===== config.mk =====
export PLATFORM = sky130hd
export DESIGN_NAME = integer_text_parser
export DESIGN_NICKNAME = d
export VERILOG_FILES = /design/src/rtl/core/itp_pkg.sv /design/src/rtl/core/itp_step.sv /design/src/rtl/core/integer_text_parser.sv
export SDC_FILE = /design/constraint.sdc
export NUM_CORES = 1
export LEC_CHECK = 0
export BUFFER_PORTS_ARGS = -buffer_cell sky130_fd_sc_hd__buf_2
export CORE_ASPECT_RATIO = 0.75
export CORE_MARGIN = 3
export CORE_UTILIZATION = 39
export CTS_CLUSTER_SIZE = 25
export DETAILED_ROUTE_END_ITERATION = 16
export HOLD_SLACK_MARGIN = 0.1
export PLACE_DENSITY = 0.65
export REMOVE_ABC_BUFFERS = 1
export SYNTH_ARGS = -nofsm -noshare
export SYNTH_HDL_FRONTEND = slang
export SYNTH_SLANG_ARGS = --single-unit

===== constraint.sdc =====
create_clock -name clk -period 21.2 [get_ports clk]
set_input_delay 4.24 -clock clk [delete_from_list [all_inputs] [get_ports clk]]
set_output_delay 4.24 -clock clk [all_outputs]
set_load 0.02 [all_outputs]

===== src/rtl/core/itp_pkg.sv =====
// itp_pkg: shared types, character codes and helper functions for the
// integer text parser. No dependencies.
package itp_pkg;

  localparam int unsigned ValueWidth = 64;

  // Parser phase, one-hot.
  typedef enum logic [3:0] {
    PH_SIGN   = 4'b0001,
    PH_PREFIX = 4'b0010,
    PH_ZERO   = 4'b0100,
    PH_DIGITS = 4'b1000
  } phase_t;

  // Base codes, shared by the base_mode register and the active base.
  typedef enum logic [1:0] {
    BASE_AUTO = 2'd0,
    BASE_DEC  = 2'd1,
    BASE_OCT  = 2'd2,
    BASE_HEX  = 2'd3
  } base_t;

  localparam logic [7:0] CH_PLUS  = 8'h2B;
  localparam logic [7:0] CH_MINUS = 8'h2D;
  localparam logic [7:0] CH_ZERO  = 8'h30;
  localparam logic [7:0] CH_NINE  = 8'h39;
  localparam logic [7:0] CH_LC_A  = 8'h61;
  localparam logic [7:0] CH_LC_F  = 8'h66;
  localparam logic [7:0] CH_UC_A  = 8'h41;
  localparam logic [7:0] CH_UC_F  = 8'h46;
  localparam logic [7:0] CH_LC_X  = 8'h78;
  localparam logic [7:0] CH_UC_X  = 8'h58;
  localparam logic [7:0] CH_NONE  = 8'h00;

  localparam logic [4:0] NOT_DIGIT = 5'd31;
  localparam logic [4:0] RADIX_OCT = 5'd8;
  localparam logic [4:0] RADIX_DEC = 5'd10;
  localparam logic [4:0] RADIX_HEX = 5'd16;

  // Per-number parse state.
  typedef struct packed {
    phase_t                  phase;
    logic                    neg;
    base_t                   base;
    logic [ValueWidth-1:0]   acc;
    logic                    seen;
  } itp_state_t;

  // One result request.
  typedef struct packed {
    logic [ValueWidth-1:0] value;
    logic                  matched;
    logic [7:0]            stop_char;
    logic                  at_end;
  } itp_result_t;

  localparam itp_state_t STATE_CLEAR = '{
    phase: PH_SIGN, neg: 1'b0, base: BASE_AUTO, acc: '0, seen: 1'b0
  };

  // Digit value of a character in any base, NOT_DIGIT otherwise.
  function automatic logic [4:0] digit_value(input logic [7:0] c);
    logic [7:0] d;
    if (c >= CH_ZERO && c <= CH_NINE) begin
      d = c - CH_ZERO;
    end else if (c >= CH_LC_A && c <= CH_LC_F) begin
      d = c - CH_LC_A + 8'd10;
    end else if (c >= CH_UC_A && c <= CH_UC_F) begin
      d = c - CH_UC_A + 8'd10;
    end else begin
      d = {3'b000, NOT_DIGIT};
    end
    return d[4:0];
  endfunction

  function automatic logic [4:0] radix_of(input base_t b);
    logic [4:0] r;
    case (b)
      BASE_OCT: r = RADIX_OCT;
      BASE_HEX: r = RADIX_HEX;
      default:  r = RADIX_DEC;
    endcase
    return r;
  endfunction

endpackage


===== src/rtl/core/itp_step.sv =====
// itp_step: next-state and result logic for one character of the parser.
// Depends on itp_pkg.
module itp_step (
  input  itp_pkg::itp_state_t  cur,
  input  itp_pkg::base_t       base_mode,
  input  logic [7:0]           char_in,
  input  logic                 end_of_stream,
  output itp_pkg::itp_state_t  nxt,
  output logic                 emit,
  output itp_pkg::itp_result_t result
);

  itp_pkg::itp_state_t   work;
  logic                  sign_taken;
  logic                  do_digit;
  logic [4:0]            digit;
  logic [4:0]            radix;
  logic [itp_pkg::ValueWidth-1:0] acc_shift;
  logic [itp_pkg::ValueWidth-1:0] acc_next;

  assign digit = itp_pkg::digit_value(char_in);

  // acc * radix + digit as shifts and adds: one add for octal and hex, two for decimal
  always_comb begin
    case (work.base)
      itp_pkg::BASE_OCT: acc_shift = {work.acc[60:0], 3'b000};
      itp_pkg::BASE_HEX: acc_shift = {work.acc[59:0], 4'b0000};
      default:           acc_shift = {work.acc[60:0], 3'b000} + {work.acc[62:0], 1'b0};
    endcase
    acc_next = acc_shift + {{(itp_pkg::ValueWidth-5){1'b0}}, digit};
  end

  always_comb begin
    work       = cur;
    sign_taken = 1'b0;
    do_digit   = 1'b0;
    if (cur.phase == itp_pkg::PH_SIGN) begin
      work.base  = base_mode;
      work.phase = (base_mode == itp_pkg::BASE_AUTO) ? itp_pkg::PH_PREFIX
                                                     : itp_pkg::PH_DIGITS;
      if (char_in == itp_pkg::CH_PLUS) begin
        work.neg   = 1'b0;
        sign_taken = 1'b1;
      end else if (char_in == itp_pkg::CH_MINUS) begin
        work.neg   = 1'b1;
        sign_taken = 1'b1;
      end
    end
    if (!sign_taken) begin
      case (work.phase)
        itp_pkg::PH_PREFIX: begin
          if (char_in == itp_pkg::CH_ZERO) begin
            work.seen  = 1'b1;
            work.acc   = '0;
            work.phase = itp_pkg::PH_ZERO;
          end else begin
            work.base = itp_pkg::BASE_DEC;
            do_digit  = 1'b1;
          end
        end
        itp_pkg::PH_ZERO: begin
          if (char_in == itp_pkg::CH_LC_X || char_in == itp_pkg::CH_UC_X) begin
            work.base  = itp_pkg::BASE_HEX;
            work.phase = itp_pkg::PH_DIGITS;
          end else begin
            work.base = itp_pkg::BASE_OCT;
            do_digit  = 1'b1;
          end
        end
        default: do_digit = 1'b1;
      endcase
    end
  end

  assign radix = itp_pkg::radix_of(work.base);

  always_comb begin
    nxt              = work;
    emit             = 1'b0;
    result.value     = cur.neg ? ('0 - cur.acc) : cur.acc;
    result.matched   = cur.seen;
    result.stop_char = char_in;
    result.at_end    = 1'b0;
    if (end_of_stream) begin
      nxt              = itp_pkg::STATE_CLEAR;
      emit             = 1'b1;
      result.stop_char = itp_pkg::CH_NONE;
      result.at_end    = 1'b1;
    end else if (do_digit) begin
      nxt.phase = itp_pkg::PH_DIGITS;
      if (digit >= radix) begin
        // value, sign and seen flag are unchanged by the prefix handling
        nxt  = itp_pkg::STATE_CLEAR;
        emit = 1'b1;
      end else begin
        nxt.acc  = acc_next;
        nxt.seen = 1'b1;
      end
    end
  end

endmodule


===== src/rtl/core/integer_text_parser.sv =====
// integer_text_parser: top level; input register, parse state, result register.
// Depends on itp_pkg and itp_step.
//
//  channel  | handshake            | payload
//  ---------+----------------------+------------------------------------------
//  in       | in_valid / in_stall  | char_in, end_of_stream
//  out      | out_valid / out_stall| number_value, matched, stop_char,
//           |                      | stopped_at_end
//  cfg      | cfg_valid / cfg_ready| base_mode (always ready)
//
// One character request per cycle, sustained while no result is held. A
// character is registered in the input register, parsed against the number
// state and, if it ends a number, lands in the result register, which raises
// out_valid.
// The parse itself is at most two 64-bit adds (acc*8 + acc*2, then the digit).
// rst (synchronous) clears the number state, both valid flags, base_mode to
// decimal. A held result blocks parsing; in_stall then rises once the input
// register is full, combinationally from out_stall.
// base_mode is sampled on the first character of each number.
module integer_text_parser (
  input  logic        clk,
  input  logic        rst,
  input  logic        in_valid,
  output logic        in_stall,
  input  logic [7:0]  char_in,
  input  logic        end_of_stream,
  output logic        out_valid,
  input  logic        out_stall,
  output logic [63:0] number_value,
  output logic        matched,
  output logic [7:0]  stop_char,
  output logic        stopped_at_end,
  input  logic        cfg_valid,
  output logic        cfg_ready,
  input  logic [1:0]  base_mode
);

  itp_pkg::base_t       base_mode_reg;
  itp_pkg::itp_state_t  state;
  itp_pkg::itp_state_t  state_next;
  itp_pkg::itp_result_t result;
  logic                 emit;

  // input register
  logic       in_q_valid;
  logic [7:0] in_q_char;
  logic       in_q_eos;

  logic advance;  // result register can take a new request
  logic fire;     // the registered character is parsed this cycle
  logic in_take;

  assign cfg_ready = 1'b1;
  assign advance   = !out_valid || !out_stall;
  assign fire      = in_q_valid && advance;
  assign in_stall  = in_q_valid && !advance;
  assign in_take   = in_valid && !in_stall;

  always_ff @(posedge clk) begin
    if (rst) begin
      base_mode_reg <= itp_pkg::BASE_DEC;
    end else if (cfg_valid && cfg_ready) begin
      base_mode_reg <= itp_pkg::base_t'(base_mode);
    end
  end

  always_ff @(posedge clk) begin
    if (rst) begin
      in_q_valid <= 1'b0;
    end else if (in_take) begin
      in_q_valid <= 1'b1;
    end else if (fire) begin
      in_q_valid <= 1'b0;
    end
  end

  always_ff @(posedge clk) begin
    if (in_take) begin
      in_q_char <= char_in;
      in_q_eos  <= end_of_stream;
    end
  end

  itp_step u_step (
    .cur           (state),
    .base_mode     (base_mode_reg),
    .char_in       (in_q_char),
    .end_of_stream (in_q_eos),
    .nxt           (state_next),
    .emit          (emit),
    .result        (result)
  );

  always_ff @(posedge clk) begin
    if (rst) begin
      state <= itp_pkg::STATE_CLEAR;
    end else if (fire) begin
      state <= state_next;
    end
  end

  // result register
  always_ff @(posedge clk) begin
    if (rst) begin
      out_valid <= 1'b0;
    end else if (advance) begin
      out_valid <= fire && emit;
    end
  end

  always_ff @(posedge clk) begin
    if (fire && emit) begin
      number_value   <= result.value;
      matched        <= result.matched;
      stop_char      <= result.stop_char;
      stopped_at_end <= result.at_end;
    end
  end

  // a number ended by end of stream leaves a clean state
  a_eos_clears: assert property (@(posedge clk) disable iff (rst)
    (fire && in_q_eos) |=> (state.phase == itp_pkg::PH_SIGN && state.acc == '0))
    else $error("state not cleared after end of stream");

  a_emit_loads: assert property (@(posedge clk) disable iff (rst)
    (fire && emit) |=> out_valid)
    else $error("result request lost");

  a_unmatched_zero: assert property (@(posedge clk) disable iff (rst)
    (out_valid && !matched) |-> (number_value == '0))
    else $error("nonzero value without digits");

  a_end_stop: assert property (@(posedge clk) disable iff (rst)
    (out_valid && stopped_at_end) |-> (stop_char == itp_pkg::CH_NONE))
    else $error("stop character set on end of stream");

  a_acc_needs_digit: assert property (@(posedge clk) disable iff (rst)
    !state.seen |-> (state.acc == '0))
    else $error("accumulator moved without a digit");

  a_phase_onehot: assert property (@(posedge clk) disable iff (rst)
    $onehot(state.phase))
    else $error("phase not one-hot");

endmodule

# After elaboration in Yosys (flattened, before gate mapping)
# Cells that the tools add are included.
[totals]
rom_bits = 0
regBits = 159
ramBits = 0
memories = 0
latch_bits = 0
[op_classes]
shift = 0
div_mod_pow = 0
muxes = 37
n_eq_ne = 11
bitwise = 0
n_lt_le_gt_ge = 7
multipliers = 0
n_addsub = 8
n_reduce_logical = 18
[ops]
columns = ["operator", "count"]
rows = [
  ["2-to-1 mux 65 bit", 3],
  ["2-to-1 mux 72 bit", 2],
  ["one-hot mux 64 bit (2 select lines)", 1],
  ["2-to-1 mux 67 bit", 1],
  ["adder 64 x 5 -> 64 bit", 1],
  ["adder 64 bit", 1],
  ["2-to-1 mux 64 bit", 1],
  ["subtractor 1 x 64 -> 64 bit (first input constant)", 1],
  ["equality test 8 x 6 -> 1 bit (second input constant)", 3],
  ["equality test 8 x 7 -> 1 bit (second input constant)", 2],
  ["greater-or-equal comparator 8 x 7 -> 1 bit (second input constant)", 2],
  ["<= comparator 8 x 7 -> 1 bit (second input constant)", 2],
  ["2-to-1 mux 4 bit", 4],
  ["2-to-1 mux 1 bit", 15],
  ["2-to-1 mux 5 bit", 3],
  ["2-to-1 mux 7 bit", 2],
  ["adder 5 x 4 -> 5 bit (second input constant)", 2],
  ["one-hot mux 5 bit (2 select lines)", 1],
  ["subtractor 5 x 1 -> 5 bit (second input constant)", 2],
  ["greater-or-equal comparator 8 x 6 -> 1 bit (second input constant)", 1],
  ["<= comparator 8 x 6 -> 1 bit (second input constant)", 1],
  ["one-hot mux 4 bit (2 select lines)", 1],
  ["logical AND 1 bit", 7],
  ["nonzero test 3 bit", 2],
  ["other kinds (15)", 20],
]

# Depth between registers and ports, before layout
[logic_depth]
depth_word = 14
depth_mapped = 29
depth_no_buf = 23

# By module
# From an unflattened synthesis, not the netlist that was laid out.
[hier_totals]
hier_cells = 2128
area_unflattened_um2 = 16791.1
[by_module_without_submodules]
columns = ["mod", "cells_per_inst", "n_inst", "area_per_inst_um2"]
rows = [
  ["itp_step", 1713, 1, 10846.7],
  ["integer_text_parser", 415, 1, 5944.5],
]

# Worst setup path after synthesis
# No wires, ideal clock.
[synth_timing]
kind = "input port to output port"
from = "input out_stall"
to = "output in_stall"
arrival_ns = 4.526
path_stages = 1
path_buffers = 0
path_slack_ns = 12.434
path_cell_list = "and3_1"
[synth_between]
elab_chain_cells = 4
[synth_lines]
columns = ["element", "line", "rtl"]
rows = [
  ["start, declared", "integer_text_parser.sv:28", "input logic out_stall,"],
  ["logical NOT 1 bit", "integer_text_parser.sv:54", "assign advance = !out_valid || !out_stall;"],
  ["logical OR 1 bit", "integer_text_parser.sv:54", ""],
  ["logical NOT 1 bit", "integer_text_parser.sv:56", "assign in_stall = in_q_valid && !advance;"],
  ["logical AND 1 bit", "integer_text_parser.sv:56", ""],
  ["end, declared", "integer_text_parser.sv:24", "output logic in_stall,"],
]
# No other way between the ends.

# Worst setup path in the final report
# Ends and elaborated chain as after synthesis.

==> impl_metrics.env <==
export IMPL_antenna_left=0
export IMPL_slew_viol_final=0
export IMPL_vias=15369
export IMPL_dpl_hpwl_mm=39.6
export IMPL_cts_buffers=17
export IMPL_clockPowerShare_pct=39.0
export IMPL_tns_ns=0
export IMPL_cap_violations=0
export IMPL_grt_max_degree=82
export IMPL_grt_pass1_vias=13849
export IMPL_netlist_top_cell_by_area="edfxtp_1"
export IMPL_drive_above_1_share_pct=11.8
export IMPL_timing_final_crit_share_pct=42.3
export IMPL_syn_area_sq_um=15200
export IMPL_regMostFlops="state"
export IMPL_p_per_area_nw_per_um2=47.2
export IMPL_nNetsFinal=1988
export IMPL_top_regs="state: 72 flops, number_value: 64 flops"
export IMPL_fp_coreArea_sq_um=38400
export IMPL_synth_simple_area_share_pct=25.7
export IMPL_cts_tree="built"
export IMPL_yosysMostFrequentCell="nand2_1"
export IMPL_cts_resized=0
export IMPL_synthArstFlopShare_pct=0
export IMPL_die_h_um=177
export IMPL_synth_flop_cell="edfxtp_1"
export IMPL_clk_root_buffer_cell="clkbuf_16"
export IMPL_synth_mux_area_share_pct=2.73
export IMPL_die_w_um=234
export IMPL_viasPerCell=6.33
export IMPL_post_route_min_period_ns=8.96
export IMPL_insertedDiodeCount=0
export IMPL_post_cts_buffers=0
export IMPL_syn_inst=1916
export IMPL_arrival_ns=4.72
export IMPL_gp_congestion=1.01
export IMPL_ctsLongestPathBuffers=2
export IMPL_avgSynthCellArea_sq_um=7.95
export IMPL_p_leak_nw=6.41
export IMPL_worstSetupPathType="input pin to primary output"
export IMPL_post_route_drc_count=0
export IMPL_clock_sinks=159
export IMPL_start_util_pct=39.7
export IMPL_switching_share_pct=31.0
export IMPL_grt_first_pass_wirelength_mm=80.1
export IMPL_slew_headroom_pct=7.38
export IMPL_area_growth_pct=8.10
export IMPL_synth_warnings=0
export IMPL_synth_area_leaders="edfxtp_1, dfxtp_1, xnor2_1, ha_1, nand2_1"
export IMPL_outcome="complete, no violations"
export IMPL_synth_seq_area_share_pct=26.3
export IMPL_drtPass1Iterations=6
export IMPL_netlist_top_cells_count="nand2_1, nor2_1, a21oi_1"
export IMPL_port_buffers=91
export IMPL_clock_skew_ns=0.0105
export IMPL_wl_per_cell_um=21.2
export IMPL_cp_max_fo=3
export IMPL_ys_types=108
export IMPL_synth_top_family_by_area="simple AND/OR/NAND/NOR gates"
export IMPL_ctsHoldBuffers=0
export IMPL_hold_path_class="flip-flop to flip-flop"
export IMPL_hold_viol_final=0
export IMPL_clkLatencyLatePin_ns=0.43
export IMPL_p_int_uw=536
export IMPL_synth_xor_area_share_pct=8.91
export IMPL_synth_edff_count=83
export IMPL_synth_seq_cells=159
export IMPL_row_count=62
export IMPL_pin_count=93
export IMPL_die_area_sq_um=41500
export IMPL_utilization_pct=42.9
export IMPL_finalSetupViolCount=0
export IMPL_synth_top_area_share_pct=16.4
export IMPL_tightest_slew_ns=1.38
export IMPL_drtIter0Drc=1920
export IMPL_fmax_mhz=112
export IMPL_rsz0062_at_grt="no"
export IMPL_end_kind="primary output"
export IMPL_pwr_share_seq_pct=43.6
export IMPL_grt_ovfl_total=0
export IMPL_p_comb_share_pct=17.4
export IMPL_clk_pin_slew_worst_paths_ns=0.07
export IMPL_grt_usage_pct=24.3
export IMPL_power_net_switching_uw=241
export IMPL_cp_start_kind="input pin"
export IMPL_cp_required_ns=16.96
export IMPL_wl_mm=51.4
export IMPL_largest_register_ffs=72
export IMPL_antenna_found_initial=0
export IMPL_synth_adder_area_share_pct=5.90
export IMPL_ir_drop_mv=0.0580
export IMPL_synth_compound_area_share_pct=25.4
export IMPL_htree_levels=4
## cell usage in the layout, fill, tap and decap left out, types with 40 or more instances in the layout
master,n
xnor2_1,114
inv_1,42
o21ai_0,94
nand3_1,55
nor3_1,40
xor2_1,41
and2_1,61
dfxtp_1,75
nand2_1,202
a21oi_1,135
buf_2,91
nor2_1,141
edfxtp_1,83
ha_1,67
## path summary, 6_finish.rpt
path	startpoint	end	slack (ns)	cells past startpoint
max	out_stall	in_stall	12.24	3
min	state[0]$_SDFFE_PP0P_	matched$_DFFE_PP_	0.47	0
max reg2reg	state[68]$_SDFFE_PP1P_	state[51]$_SDFFE_PP0P_	13.22	22
min reg2reg	state[0]$_SDFFE_PP0P_	matched$_DFFE_PP_	0.47	0
## cells by family (layout without fill, tap and decap cells)
family	after synthesis	after routing
muxes	40	40
buffers and inverters	181	181
DFF	159	159
other	1	1
adders and majority gates	71	71
and+or+nand+nor	737	737
AOI/OAI and AO/OA	572	572
xor gates and xnor gates	155	155
## layout make-up
class	instances	area (sq um)
multi-input cells	1576	10500
fillers	3821	21900
clock buffers	17	425
well taps	512	641
flip-flops and latches	159	4020
clock inverters	15	149
repair buffers	106	568
inverters	43	161
## worst max-delay path, stage by stage
cell	delay, ns
buf_2	0.10
and3_1	0.20
buf_2	0.18
## per-stage QoR
stage	hold slack (ns)	setup slack [ns]	std cells	total power [mW]	area, sq um
final	0.473	12.24	2428	0.777	16500
after detailed placement	0.452	12.24	2396	0.476	15900
after floorplan	0.409	12.40	1778	0.430	14600
after global placement	0.445	12.25	2396	0.474	15900
after CTS	0.469	12.24	2428	0.776	16500
after global routing	0.483	12.21	2428	0.803	16500
## power by group through the flow
stage / clock [mW] / combinational [mW] / sequential, mW
after floorplan: 0 / 0.0782 / 0.352
after detailed placement: 0 / 0.131 / 0.345
final: 0.303 / 0.135 / 0.339
after global placement: 0 / 0.129 / 0.345
after global routing: 0.320 / 0.144 / 0.339
after CTS: 0.306 / 0.132 / 0.339
## metal layers
metal / up-vias / GRT usage, % / wire length, um
li1: 7110 / - / -
met1: 7329 / 39.0 / 24700
met2: 866 / 31.9 / 19600
met3: 64 / 5.84 / 6330
met4: 0 / 4.92 / 764
met5: - / 0 / 0
Power figures use the tool's default switching activity.
